==> src/p2ac_pkg.sv <==
// p2ac_pkg: shared types and constants of the postfix code generator
`default_nettype none
package p2ac_pkg;

  // instruction codes
  typedef enum logic [2:0] {
    OP_LD = 3'd0,
    OP_AD = 3'd1,
    OP_SB = 3'd2,
    OP_ML = 3'd3,
    OP_DV = 3'd4,
    OP_ST = 3'd5
  } opcode_t;

  // status codes
  typedef enum logic [2:0] {
    ST_OK         = 3'd0,
    ST_UNDERFLOW  = 3'd1,
    ST_BADCHAR    = 3'd2,
    ST_UNBALANCED = 3'd3,
    ST_OVERFLOW   = 3'd4,
    ST_TEMPOVF    = 3'd5
  } status_t;

  // character codes
  localparam logic [7:0] CH_PLUS  = 8'h2B;
  localparam logic [7:0] CH_MINUS = 8'h2D;
  localparam logic [7:0] CH_STAR  = 8'h2A;
  localparam logic [7:0] CH_SLASH = 8'h2F;
  localparam logic [7:0] CH_UP_A  = 8'h41;
  localparam logic [7:0] CH_UP_Z  = 8'h5A;
  localparam logic [7:0] CH_LO_A  = 8'h61;
  localparam logic [7:0] CH_LO_Z  = 8'h7A;

  // stack entry: temp flag over an 8-bit value
  typedef struct packed {
    logic       is_temp;
    logic [7:0] value;
  } entry_t;

  // one result word
  typedef struct packed {
    opcode_t    opcode;
    entry_t     operand;
    status_t    status;
    logic       last_of_run;
  } result_t;

  // map an operator character to its instruction, OP_LD when none
  function automatic opcode_t arith_code(input logic [7:0] c);
    opcode_t r;
    case (c)
      CH_PLUS:  r = OP_AD;
      CH_MINUS: r = OP_SB;
      CH_STAR:  r = OP_ML;
      CH_SLASH: r = OP_DV;
      default:  r = OP_LD;
    endcase
    return r;
  endfunction

endpackage
`default_nettype wire

==> src/p2ac_if.sv <==
// p2ac_if: input and result channel interfaces
`default_nettype none
interface p2ac_in_if;
  logic       valid;
  logic       ready;
  logic [7:0] ch;
  logic       last;
  modport source (output valid, output ch, output last, input ready);
  modport sink   (input valid, input ch, input last, output ready);
endinterface

interface p2ac_out_if;
  logic       valid;
  logic       ready;
  logic [2:0] opcode;
  logic       operand_is_temp;
  logic [7:0] operand_value;
  logic [2:0] status;
  logic       last_of_run;
  modport source (output valid, output opcode, output operand_is_temp,
                  output operand_value, output status, output last_of_run,
                  input ready);
  modport sink   (input valid, input opcode, input operand_is_temp,
                  input operand_value, input status, input last_of_run,
                  output ready);
endinterface
`default_nettype wire

==> src/postfix_to_accumulator_code.sv <==
// postfix_to_accumulator_code: postfix characters to accumulator instructions
//
//   channel  dir  payload                                          handshake
//   in_chan  in   ch[7:0], last                                    valid/ready
//   out_chan out  opcode[2:0], operand_is_temp, operand_value[7:0],
//                 status[2:0], last_of_run                         valid/ready
//
// A letter pushes the stack; an operator queues three instruction words (two at
// the expression's end) for the single result port, which drains a four-word queue.
// The top two stack entries sit in registers, the rest in a ram; an operator
// refills the second entry from the registered ram read, holding off input.
// Reset clears the stack pointer, temp counter, error flag and queue; the ram
// is not cleared. A stalled result port holds the queue; a new character is
// taken while up to one word still waits.
`default_nettype none
module postfix_to_accumulator_code
  import p2ac_pkg::*;
#(
  parameter int STACK_DEPTH = 64,
  parameter int MAX_TEMPS   = 255
) (
  input wire logic   clk,
  input wire logic   rst_n,
  p2ac_in_if.sink    in_chan,
  p2ac_out_if.source out_chan
);

  localparam int CW = $clog2(STACK_DEPTH + 1);
  localparam int AW = $clog2(STACK_DEPTH);
  localparam int TW = $clog2(MAX_TEMPS + 1);

  logic [CW-1:0] sp_r, sp_nxt;
  entry_t        tos_r, tos_nxt;
  entry_t        nos_r, nos_nxt;
  logic [TW-1:0] temp_r, temp_nxt;
  logic          err_r, err_nxt;
  logic          fill_r, fill_nxt;
  logic [2:0]    qcnt_r, qcnt_nxt;
  result_t       res_r [4];
  result_t       res_nxt [4];

  logic          accept, pop;
  logic          is_letter;
  opcode_t       code;
  logic          clear, fail;
  status_t       fail_st;
  logic [1:0]    new_n;
  result_t       new_res [4];
  logic [TW-1:0] temp_inc;
  logic [TW+7:0] temp_ext;
  entry_t        tmp_entry;
  logic [CW-1:0] sp_m2, sp_m3;
  logic          ram_we, ram_re;
  logic [8:0]    ram_rdata;
  logic [2:0]    qpop;
  logic [2:0]    j;
  result_t       sh [4];

  // handshakes
  assign in_chan.ready = (qcnt_r <= 3'd1) && !fill_r;
  assign accept        = in_chan.valid && in_chan.ready;
  assign pop           = out_chan.valid && out_chan.ready;

  // character decode
  assign code      = arith_code(in_chan.ch);
  assign is_letter = ((in_chan.ch >= CH_UP_A) && (in_chan.ch <= CH_UP_Z)) ||
                     ((in_chan.ch >= CH_LO_A) && (in_chan.ch <= CH_LO_Z));

  // fresh temporary
  assign temp_inc  = temp_r + 1'b1;
  assign temp_ext  = {8'd0, temp_inc};
  assign tmp_entry = '{is_temp: 1'b1, value: temp_ext[7:0]};
  assign sp_m2     = sp_r - CW'(2);
  assign sp_m3     = sp_r - CW'(3);

  // operand stack below the top two entries
  p2ac_ram #(
    .WIDTH(9),
    .DEPTH(STACK_DEPTH)
  ) u_stack (
    .clk   (clk),
    .we    (ram_we),
    .waddr (sp_m2[AW-1:0]),
    .wdata (nos_r),
    .re    (ram_re),
    .raddr (sp_m3[AW-1:0]),
    .rdata (ram_rdata)
  );

  // per-word decode and stack update
  always_comb begin
    sp_nxt   = sp_r;
    tos_nxt  = tos_r;
    nos_nxt  = fill_r ? entry_t'(ram_rdata) : nos_r;
    temp_nxt = temp_r;
    err_nxt  = err_r;
    fill_nxt = 1'b0;
    ram_we   = 1'b0;
    ram_re   = 1'b0;
    clear    = 1'b0;
    fail     = 1'b0;
    fail_st  = ST_OK;
    new_n    = 2'd0;
    for (int i = 0; i < 4; i++) begin
      new_res[i] = '{opcode: OP_LD, operand: '0, status: ST_OK, last_of_run: 1'b0};
    end
    if (accept) begin
      if (err_r) begin
        clear = in_chan.last;
      end else if (is_letter) begin
        if (sp_r == CW'(STACK_DEPTH)) begin
          fail    = 1'b1;
          fail_st = ST_OVERFLOW;
        end else if (in_chan.last) begin
          if (sp_r != '0) begin
            fail    = 1'b1;
            fail_st = ST_UNBALANCED;
          end else begin
            clear = 1'b1;
          end
        end else begin
          ram_we  = (sp_r >= CW'(2));
          nos_nxt = tos_r;
          tos_nxt = '{is_temp: 1'b0, value: in_chan.ch};
          sp_nxt  = sp_r + 1'b1;
        end
      end else if (code != OP_LD) begin
        if (sp_r < CW'(2)) begin
          fail    = 1'b1;
          fail_st = ST_UNDERFLOW;
        end else if (temp_r >= TW'(MAX_TEMPS)) begin
          fail    = 1'b1;
          fail_st = ST_TEMPOVF;
        end else if (in_chan.last) begin
          if (sp_r != CW'(2)) begin
            fail    = 1'b1;
            fail_st = ST_UNBALANCED;
          end else begin
            new_n      = 2'd2;
            new_res[0] = '{opcode: OP_LD, operand: nos_r, status: ST_OK,
                           last_of_run: 1'b0};
            new_res[1] = '{opcode: code, operand: tos_r, status: ST_OK,
                           last_of_run: 1'b1};
            clear      = 1'b1;
          end
        end else begin
          new_n      = 2'd3;
          new_res[0] = '{opcode: OP_LD, operand: nos_r, status: ST_OK,
                         last_of_run: 1'b0};
          new_res[1] = '{opcode: code, operand: tos_r, status: ST_OK,
                         last_of_run: 1'b0};
          new_res[2] = '{opcode: OP_ST, operand: tmp_entry, status: ST_OK,
                         last_of_run: 1'b1};
          tos_nxt    = tmp_entry;
          temp_nxt   = temp_inc;
          sp_nxt     = sp_r - 1'b1;
          ram_re     = (sp_r >= CW'(3));
          fill_nxt   = (sp_r >= CW'(3));
        end
      end else begin
        fail    = 1'b1;
        fail_st = ST_BADCHAR;
      end
      // error word
      if (fail) begin
        new_n      = 2'd1;
        new_res[0] = '{opcode: OP_LD, operand: '0, status: fail_st,
                       last_of_run: 1'b1};
        if (in_chan.last) begin
          clear = 1'b1;
        end else begin
          err_nxt = 1'b1;
        end
      end
      // end of expression
      if (clear) begin
        sp_nxt   = '0;
        temp_nxt = '0;
        err_nxt  = 1'b0;
        fill_nxt = 1'b0;
        ram_re   = 1'b0;
      end
    end
  end

  // result queue: shift out at the head, append behind the remaining words
  always_comb begin
    qpop = qcnt_r - {2'd0, pop};
    for (int i = 0; i < 4; i++) begin
      if (pop) begin
        sh[i] = (i < 3) ? res_r[(i < 3) ? i + 1 : 3] : res_r[3];
      end else begin
        sh[i] = res_r[i];
      end
    end
    for (int i = 0; i < 4; i++) begin
      j = 3'(i) - qpop;
      if (3'(i) < qpop) begin
        res_nxt[i] = sh[i];
      end else if (j < {1'b0, new_n}) begin
        res_nxt[i] = new_res[j[1:0]];
      end else begin
        res_nxt[i] = sh[i];
      end
    end
    qcnt_nxt = qpop + {1'b0, new_n};
  end

  // control registers
  always_ff @(posedge clk) begin
    if (!rst_n) begin
      sp_r   <= '0;
      temp_r <= '0;
      err_r  <= 1'b0;
      fill_r <= 1'b0;
      qcnt_r <= '0;
    end else begin
      sp_r   <= sp_nxt;
      temp_r <= temp_nxt;
      err_r  <= err_nxt;
      fill_r <= fill_nxt;
      qcnt_r <= qcnt_nxt;
    end
  end

  // payload registers
  always_ff @(posedge clk) begin
    tos_r <= tos_nxt;
    nos_r <= nos_nxt;
    for (int i = 0; i < 4; i++) begin
      res_r[i] <= res_nxt[i];
    end
  end

  // result port
  assign out_chan.valid           = (qcnt_r != 3'd0);
  assign out_chan.opcode          = res_r[0].opcode;
  assign out_chan.operand_is_temp = res_r[0].operand.is_temp;
  assign out_chan.operand_value   = res_r[0].operand.value;
  assign out_chan.status          = res_r[0].status;
  assign out_chan.last_of_run     = res_r[0].last_of_run;

  // checks
  a_qcnt_bound: assert property (@(posedge clk) disable iff (!rst_n)
    qcnt_r <= 3'd4)
    else $error("result queue over capacity");

  a_sp_bound: assert property (@(posedge clk) disable iff (!rst_n)
    sp_r <= CW'(STACK_DEPTH))
    else $error("stack pointer beyond depth");

  a_last_clears: assert property (@(posedge clk) disable iff (!rst_n)
    (accept && in_chan.last) |=> (sp_r == '0) && (temp_r == '0) && !err_r)
    else $error("expression state not cleared after last character");

  a_error_ends_run: assert property (@(posedge clk) disable iff (!rst_n)
    (out_chan.valid && (out_chan.status != ST_OK)) |-> out_chan.last_of_run)
    else $error("error word not marked as last of run");

  a_refill_single: assert property (@(posedge clk) disable iff (!rst_n)
    fill_r |=> !fill_r)
    else $error("second entry refill lasted more than one cycle");

endmodule
`default_nettype wire

==> src/p2ac_ram.sv <==
// p2ac_ram: generic single-write, single-read ram with registered read
`default_nettype none
module p2ac_ram #(
  parameter int WIDTH = 9,
  parameter int DEPTH = 64
) (
  input  wire logic                     clk,
  input  wire logic                     we,
  input  wire logic [$clog2(DEPTH)-1:0] waddr,
  input  wire logic [WIDTH-1:0]         wdata,
  input  wire logic                     re,
  input  wire logic [$clog2(DEPTH)-1:0] raddr,
  output      logic [WIDTH-1:0]         rdata
);

  logic [WIDTH-1:0] mem [DEPTH];

  // write port and registered read port
  always_ff @(posedge clk) begin
    if (we) begin
      mem[waddr] <= wdata;
    end
    if (re) begin
      rdata <= mem[raddr];
    end
  end

endmodule
`default_nettype wire

==> src/flat_wrapper.sv <==
// flat-port wrapper written by rule: the top's interface ports become plain ports
module postfix_to_accumulator_code_flat import p2ac_pkg::*;
#(
  parameter int STACK_DEPTH = 64,
  parameter int MAX_TEMPS   = 255
)
  (clk, rst_n, in_chan_valid, in_chan_ch, in_chan_last, in_chan_ready, out_chan_valid, out_chan_opcode, out_chan_operand_is_temp, out_chan_operand_value, out_chan_status, out_chan_last_of_run, out_chan_ready);
  p2ac_in_if in_chan_i ();
  p2ac_out_if out_chan_i ();
  input wire logic clk;
  input wire logic rst_n;
  input wire logic [$bits(in_chan_i.valid)-1:0] in_chan_valid;
  input wire logic [$bits(in_chan_i.ch)-1:0] in_chan_ch;
  input wire logic [$bits(in_chan_i.last)-1:0] in_chan_last;
  output wire logic [$bits(in_chan_i.ready)-1:0] in_chan_ready;
  output wire logic [$bits(out_chan_i.valid)-1:0] out_chan_valid;
  output wire logic [$bits(out_chan_i.opcode)-1:0] out_chan_opcode;
  output wire logic [$bits(out_chan_i.operand_is_temp)-1:0] out_chan_operand_is_temp;
  output wire logic [$bits(out_chan_i.operand_value)-1:0] out_chan_operand_value;
  output wire logic [$bits(out_chan_i.status)-1:0] out_chan_status;
  output wire logic [$bits(out_chan_i.last_of_run)-1:0] out_chan_last_of_run;
  input wire logic [$bits(out_chan_i.ready)-1:0] out_chan_ready;
  assign in_chan_i.valid = in_chan_valid;
  assign in_chan_i.ch = in_chan_ch;
  assign in_chan_i.last = in_chan_last;
  assign in_chan_ready = in_chan_i.ready;
  assign out_chan_valid = out_chan_i.valid;
  assign out_chan_opcode = out_chan_i.opcode;
  assign out_chan_operand_is_temp = out_chan_i.operand_is_temp;
  assign out_chan_operand_value = out_chan_i.operand_value;
  assign out_chan_status = out_chan_i.status;
  assign out_chan_last_of_run = out_chan_i.last_of_run;
  assign out_chan_i.ready = out_chan_ready;
  postfix_to_accumulator_code #(.STACK_DEPTH(STACK_DEPTH), .MAX_TEMPS(MAX_TEMPS)) u_core (.clk(clk), .rst_n(rst_n), .in_chan(in_chan_i), .out_chan(out_chan_i));
endmodule
==> config.mk <==
export PLATFORM = sky130hd
export DESIGN_NAME = postfix_to_accumulator_code_flat
export DESIGN_NICKNAME = d
export VERILOG_FILES = /design/src/p2ac_pkg.sv /design/src/p2ac_if.sv /design/src/postfix_to_accumulator_code.sv /design/src/p2ac_ram.sv /design/src/flat_wrapper.sv
export SDC_FILE = /design/constraint.sdc
export NUM_CORES = 1
export LEC_CHECK = 0
export BUFFER_PORTS_ARGS = -buffer_cell sky130_fd_sc_hd__buf_2
export CAP_MARGIN = 40
export CORE_ASPECT_RATIO = 0.5
export CORE_MARGIN = 2
export CORE_UTILIZATION = 30
export DETAILED_ROUTE_END_ITERATION = 7
export HOLD_SLACK_MARGIN = 0.1
export MAX_ROUTING_LAYER = met4
export PLACE_DENSITY = 0.51
export SYNTH_ARGS = -nofsm -noshare
export SYNTH_HDL_FRONTEND = slang
export SYNTH_HIERARCHICAL = 1
export SYNTH_SLANG_ARGS = --single-unit
==> constraint.sdc <==
create_clock -name clk -period 5.9 [get_ports clk]
set_clock_uncertainty 0.15 [all_clocks]
set_input_delay 0.59 -clock clk [delete_from_list [all_inputs] [get_ports clk]]
set_output_delay 0.59 -clock clk [all_outputs]
set_load 0.02 [all_outputs]
==> results by group, run 1 <==
Status
  – Status: complete, no violations

Synth
  – Syn Nets: 1767
  – Distinct cells, synth: 81
  – Seq/Total Area, Yosys: 69.85%
  – Synth warn: 6
  – Synthesized instance count: 1729
  – Post-synth top area share: 64.43%
  – Post-synth EDFFs: 610
  – Ys async rst share: 0%
  – Syn_area_per_cell: 16.44 um^2
  – #FFs+latches synth: 687
  – Post-Syn Area: 0.02843 mm^2
  – Area contributors post-synth: edfxtp_1, mux4_2, dfxtp_1, mux2i_1, nand2_1
  – Post-synth top area cell: edfxtp_1
  – Top_reg_cell synth: edfxtp_1

STA
  – FMAX: 0.2107 GHz
  – Final period util: 80.45%
  – Setup_tns: 0 ns
  – Setup violators final: 0
  – Fin crit period: 4.746 ns
  – RSZ-0062 raised after global routing: no
  – Max-slew violations: 0
  – Final Hold Fails: 0
  – Worst slew pin tran: 0.9305 ns
  – Slew headroom: 37.76%

Setup path
  – Crit-path max FO: 25
  – Critical Path AT: 5.12 ns
  – R2r setup slk: 1.15 ns
  – Worst Setup Start Kind: register
  – CP Capture Type: register
  – Worst setup path class: register to register
  – WP data required: 6.27 ns

Global route
  – First-pass GRT wire length: 109500 um
  – Overall routing resource usage: 15.54%
  – Initial antenna violation count: 1
  – Largest net degree at the start of global routing: 78
  – Overflow after GRT: 0
  – Vias in the first global route: 15950

Clock tree
  – Post_cts resized: 0
  – Clock Root Buffer: clkbuf_16
  – Latest clock arrival within the worst-skew pair: 0.61 ns
  – Sink Count: 687
  – CTS clk-pin slew, worst paths: 0.06 ns
  – CTS Hold Bufs: 0
  – Post-CTS setup buffers: 0
  – CTS tree: yes
  – Clock Tree Buf Depth: 3
  – H-tree depth: 3
  – CTS Buf Count: 70

Power
  – Comb power frac: 24.9%
  – P_int: 9.970 mW
  – Sequential share of power: 44.1%
  – Clock power share: 31.0%
  – Maximum vdd drop: 0.0003048 V
  – Cell Pwr Density: 439.4 mW/mm^2
  – Leakage: 10.69 nW
  – Switching pwr: 4.479 mW
  – Sw Ratio: 31.00%

Final layout
  – Filler cell count: 8883
  – Nets@finish: 1875
  – Share of layout cells above drive strength 1: 21.33%
  – Post-route insts no fill: 3145
  – Syn-to-layout area delta: 15.67%

Place
  – Dpl hpwl: 47390 um
  – Placed insts: 3019
  – Gpl congestion: 0.8237
  – Buffers on Ports: 30

Floorplan
  – Die height: 221.7 um
  – Die W: 439.4 um
  – Core Region: 0.09341 mm^2
  – Placement Rows: 79
  – Initial Util: 30.44%
  – Die Footprint: 0.09740 mm^2
  – # IOs: 31

Min path
  – Worst min path class: input port to register

Route
  – DRT iter0 DRCs: 1362
  – # DRC: 0
  – WL final: 73490 um
  – Via-to-Cell Ratio: 5.086
  – Via count: 16000
  – DRT Pass-1 Iters: 5
  – Antenna Nets Post-Route: 0
  – WL per Instance: 23.37 um

Flow run
  – Max_cap viols: 0
area by class of cell:
cell class / instances / area, um^2 / share of cell area, %
clock buffer: 94 / 1967 / 5.981
timing repair buffer: 128 / 943.4 / 2.869
inverter: 26 / 105.1 / 0.3196
tap: 1255 / 1570 / 4.775
antenna: 1 / 2.502 / 0.007609
sequential: 687 / 19870 / 60.42
multi-input combinational: 924 / 8094 / 24.61
clock inverter: 30 / 334.1 / 1.016
per-stage QoR:
step           cell area, um^2  power (mW)  utilization (%)  worst slack (ns)  hold slack (ns)
3_3_place_gp             30260       10.05            32.40             1.335           0.2990
3_5_place_dp             30580       10.12            32.73             1.192           0.3001
5_1_grt                  32890       15.11            35.21            0.7954           0.1466
6_report                 32890       14.45            35.21             1.154           0.1654
2_1_floorplan            28430       8.693                -            0.9641           0.2812
4_1_cts                  32880       14.60            35.20             1.145           0.1234
placed cells by master (no fill, tap or decap), types with 34 or more instances in the layout:
master     count
o22ai_1       44
a21oi_1       59
nand2_1      132
clkbuf_16     74
mux4_2       133
edfxtp_1     610
nand3_1       34
mux2i_1       59
buf_4         93
dfxtp_1       68
nor2_1       118
per-layer routing:
layer	up-vias	part of all wire, %	global-route usage (%)
li1	7125	-	-
met1	8301	46	21.48
met2	452	45	22.88
met3	118	5.7	3.226
met4	0	2.8	4.900
met5	-	0	-
cell families (layout without fill, tap and decap cells):
| logic type | Yosys count | after routing | synth area share (%) |
|---|---|---|---|
| AOI/OAI and AO/OA | 258 | 258 | 6.033 |
| buffers and inverters | 118 | 278 | 2.007 |
| other | 0 | 1 | 0 |
| muxes | 198 | 198 | 13.11 |
| adders and majority gates | 25 | 25 | 1.153 |
| DFF | 687 | 687 | 69.85 |
| xor gates and xnor gates | 18 | 18 | 0.5545 |
| and+or+nand+nor | 425 | 425 | 7.288 |
sequential cells by signal, indices dropped and copies added, names as in the netlist, 3 cells and up:
name / cells
u_core/u_stack/mem: 576
u_core/res_r: 64
u_core/nos_r: 9
u_core/tos_r: 9
u_core/u_stack/rdata: 9
u_core/temp_r: 8
u_core/sp_r: 7
u_core/qcnt_r: 3
critical path, stage by stage, from the launching register on:
cell and delay [ns]:
dfxtp_1 0.34, or3_1 0.40, nand2_1 0.11, inv_2 0.04
ha_1 0.17, ha_1 0.27, buf_4 0.23, clkinv_1 0.30
ha_1 0.52, clkinv_1 0.29, ha_1 0.42, a2111oi_4 0.35
buf_4 0.33, nand4_1 0.35, o22a_1 0.31, o21ai_0 0.06
cells in the mapped netlist, types with 10 or more instances:
library cell,n
a211oi_1,15
a21oi_1,59
a31oi_1,17
and2_1,11
buf_1,10
buf_2,19
clkbuf_1,48
dfxtp_1,77
edfxtp_1,610
ha_1,23
inv_1,23
mux2i_1,59
mux4_2,133
nand2_1,132
nand3_1,34
nand4_1,11
nor2_1,118
nor2b_1,16
nor3_1,22
o21ai_0,30
o221ai_1,18
o22ai_1,44
or3_1,18
xor2_1,13
worst paths after layout:
| kind | from | to | cells past startpoint |
|---|---|---|---|
| hold reg to reg | u_core/res_r[0][14]$_DFF_P_ | u_core/res_r[0][14]$_DFF_P_ | 2 |
| hold / removal | rst_n | u_core/err_r$_SDFFE_PN0P_ | 3 |
| setup reg to reg | u_core/qcnt_r[2]$_SDFF_PN0_ | u_core/res_r[2][5]$_DFF_P_ | 15 |
| setup / recovery | u_core/qcnt_r[2]$_SDFF_PN0_ | u_core/res_r[2][5]$_DFF_P_ | 15 |
power by group through the flow:
stage / clock, mW / combinational, mW / sequential (mW)
global placement: 0 / 3.58 / 6.47
finish: 4.48 / 3.59 / 6.37
floorplan: 0 / 1.92 / 6.77
CTS: 4.58 / 3.65 / 6.37
global route: 4.77 / 3.93 / 6.41
detailed placement: 0 / 3.64 / 6.48
(Power assumes the default switching activity.)
==> run 2, diff against run 1 <==
clock period = 4.96 ns   (was 5.9 ns; I/O delays follow)
==> run 2 against run 1 <==
Global-route usage barely moved. Total power up 17%. Die area did not move. Non-clock buffer count up 15.
==> results by group, run 2 (same netlist as run 1, synthesis figures left out) <==
STA
  – Setup violators final: 0
  – Worst slew pin tran: 1.063 ns
  – Setup_tns: 0 ns
  – Final Hold Fails: 0
  – Fin crit period: 4.114 ns
  – Final period util: 82.95%
  – Slew headroom: 29.17%
  – FMAX: 0.2430 GHz
  – RSZ-0062 raised after global routing: no
  – Max-slew violations: 0

Global route
  – Overflow after GRT: 0
  – First-pass GRT wire length: 109100 um
  – Largest net degree at the start of global routing: 106
  – Vias in the first global route: 15950
  – Overall routing resource usage: 15.54%
  – Initial antenna violation count: 0

Clock tree
  – CTS Hold Bufs: 1
  – Clock Root Buffer: clkbuf_16
  – CTS tree: yes
  – Latest clock arrival within the worst-skew pair: 0.61 ns
  – Post-CTS setup buffers: 0
  – H-tree depth: 3
  – Clock Tree Buf Depth: 3
  – CTS Buf Count: 70
  – Post_cts resized: 0
  – Sink Count: 687
  – CTS clk-pin slew, worst paths: 0.06 ns

Min path
  – WHS Endpoint: u_core/tos_r[0]$_DFFE_PP_
  – Min-delay src: in_chan_ch[0]
  – Worst min path class: input port to register
  – Hold Path Depth: 3

Final layout
  – Post-route insts no fill: 3162
  – Commonest non-fill, non-tap cell in the layout: edfxtp_1
  – Syn-to-layout area delta: 15.53%
  – Largest register FFs: 576
  – Reg with most FFs: u_core/u_stack/mem
  – Number of diodes: 0
  – Share of layout cells above drive strength 1: 22.08%
  – Nets@finish: 1890
  – Largest regs: u_core/u_stack/mem: 576 flops, u_core/res_r: 64 flops
  – Commonest cells after routing, fill and taps aside: edfxtp_1, mux4_2, nand2_1
  – Filler cell count: 8872

Setup path
  – WP data required: 5.27 ns
  – Reg-to-reg critical path startpoint: u_core/qcnt_r[2]$_SDFF_PN0_
  – Crit-path max FO: 13
  – Critical Path AT: 4.43 ns
  – Cells along the critical path: or3_1, nand2_1, inv_2, ha_1, ha_1, clkinv_1, buf_4, ha_1, ha_1, nor2b_1, or4_1, a21oi_1, o31a_1, a31oi_1
  – R2r setup slk: 0.85 ns
  – Worst path most repeated cell: ha_1
  – R2R depth: 14
  – Worst Setup Start Kind: register
  – CP Capture Type: register
  – Slowest stage delay, CP: 0.77 ns
  – Worst path slowest cell: or4_1
  – Worst setup path class: register to register
  – Reg-to-Reg End: u_core/res_r[0][12]$_DFF_P_

Route
  – Antenna Nets Post-Route: 0
  – DRT iter0 DRCs: 1507
  – DRT Pass-1 Iters: 5
  – Max layer used: met4
  – WL final: 73810 um
  – Via count: 16000
  – Routed wl met3: 3620 um
  – WL met1: 33560 um
  – WL per Instance: 23.34 um
  – # DRC: 0
  – Met2 wire len: 35310 um
  – Via-to-Cell Ratio: 5.060

Power
  – Cell Pwr Density: 516.6 mW/mm^2
  – Maximum vdd drop: 0.0002561 V
  – Leakage: 10.70 nW

Place
  – Buffers on Ports: 30
  – Placed insts: 3034
  – Gpl congestion: 0.8630
  – Dpl hpwl: 46850 um

Floorplan
  – Die Footprint: 0.09740 mm^2
  – Core Region: 0.09341 mm^2
  – Initial Util: 30.44%
  – # IOs: 31
  – Die height: 221.7 um
  – Die W: 439.4 um
  – Placement Rows: 79

Flow run
  – Max_cap viols: 0

Status
  – Status: complete, no violations
## run 2: changes by cell type in the layout (fill, tap and decap cells not counted), sizes merged, moves of 2 or more
cell	delta
clkinv	+13
buf	+14
bufinv	-5
clkinvlp	+2
clkbuf	-9
inv	+2
## run 2: worst max-delay path by stage
| stage | startpoint | to | slack [ns] | cells after the start |
|---|---|---|---|---|
| 2_1_floorplan | u_core/qcnt_r[2]$_SDFF_PN0_ | u_core/res_r[2][3]$_DFF_P_ | 0.02 | 15 |
| 3_3_place_gp | in_chan_ch[2] | u_core/sp_r[6]$_SDFFE_PN0P_ | 0.77 | 12 |
| 3_5_place_dp | in_chan_ch[2] | u_core/sp_r[6]$_SDFFE_PN0P_ | 0.73 | 12 |
| 4_1_cts | u_core/qcnt_r[2]$_SDFF_PN0_ | u_core/res_r[0][12]$_DFF_P_ | 0.81 | 14 |
| 5_1_grt | u_core/qcnt_r[2]$_SDFF_PN0_ | u_core/res_r[0][12]$_DFF_P_ | 0.54 | 14 |
| 6_report | u_core/qcnt_r[2]$_SDFF_PN0_ | u_core/res_r[0][12]$_DFF_P_ | 0.85 | 14 |
## run 2: critical path: cells and delay by family (launching register included)
kind,cells,cell delay [ns]
fa+ha+maj,4,1.16
simple gates,4,1.42
flops,1,0.34
compound gates,3,0.63
buf+inv,3,0.27
## run 2: area by class of cell
cell class / count / area, um^2 / share of cell area, %
well taps: 1255 / 1570 / 4.781
clock buffers: 85 / 1871 / 5.695
inverters: 26 / 105.1 / 0.3200
clock inverters: 42 / 276.5 / 0.8419
flip-flops and latches: 687 / 19870 / 60.50
multi-input cells: 924 / 8094 / 24.64
repair buffers: 143 / 1059 / 3.223
## run 2: where the power goes
part,total (mW),internal [mW],switching (mW)
Combinational,4.39,1.36,3.04
Clock,5.01,2.80,2.21
Sequential,7.56,7.39,0.164
## run 2: per-stage QoR
step	power (mW)	utilization (%)	hold WS (ns)	setup slack, ns	instance area (um^2)
finish	16.97	35.16	0.1656	0.8455	32850
global route	17.75	35.16	0.1602	0.5390	32850
floorplan	10.34	-	0.2812	0.02412	28430
global placement	12.08	32.81	0.2925	0.7737	30650
detailed placement	12.16	32.85	0.2991	0.7341	30690
CTS	17.19	35.16	0.1262	0.8062	32850
## run 2: metal layers
metal | up-vias | global-route usage (%)
met1 | 8359 | 21.00
met2 | 379 | 24.68
met3 | 97 | 2.575
li1 | 7166 | -
met4 | 0 | 3.292
met5 | - | -
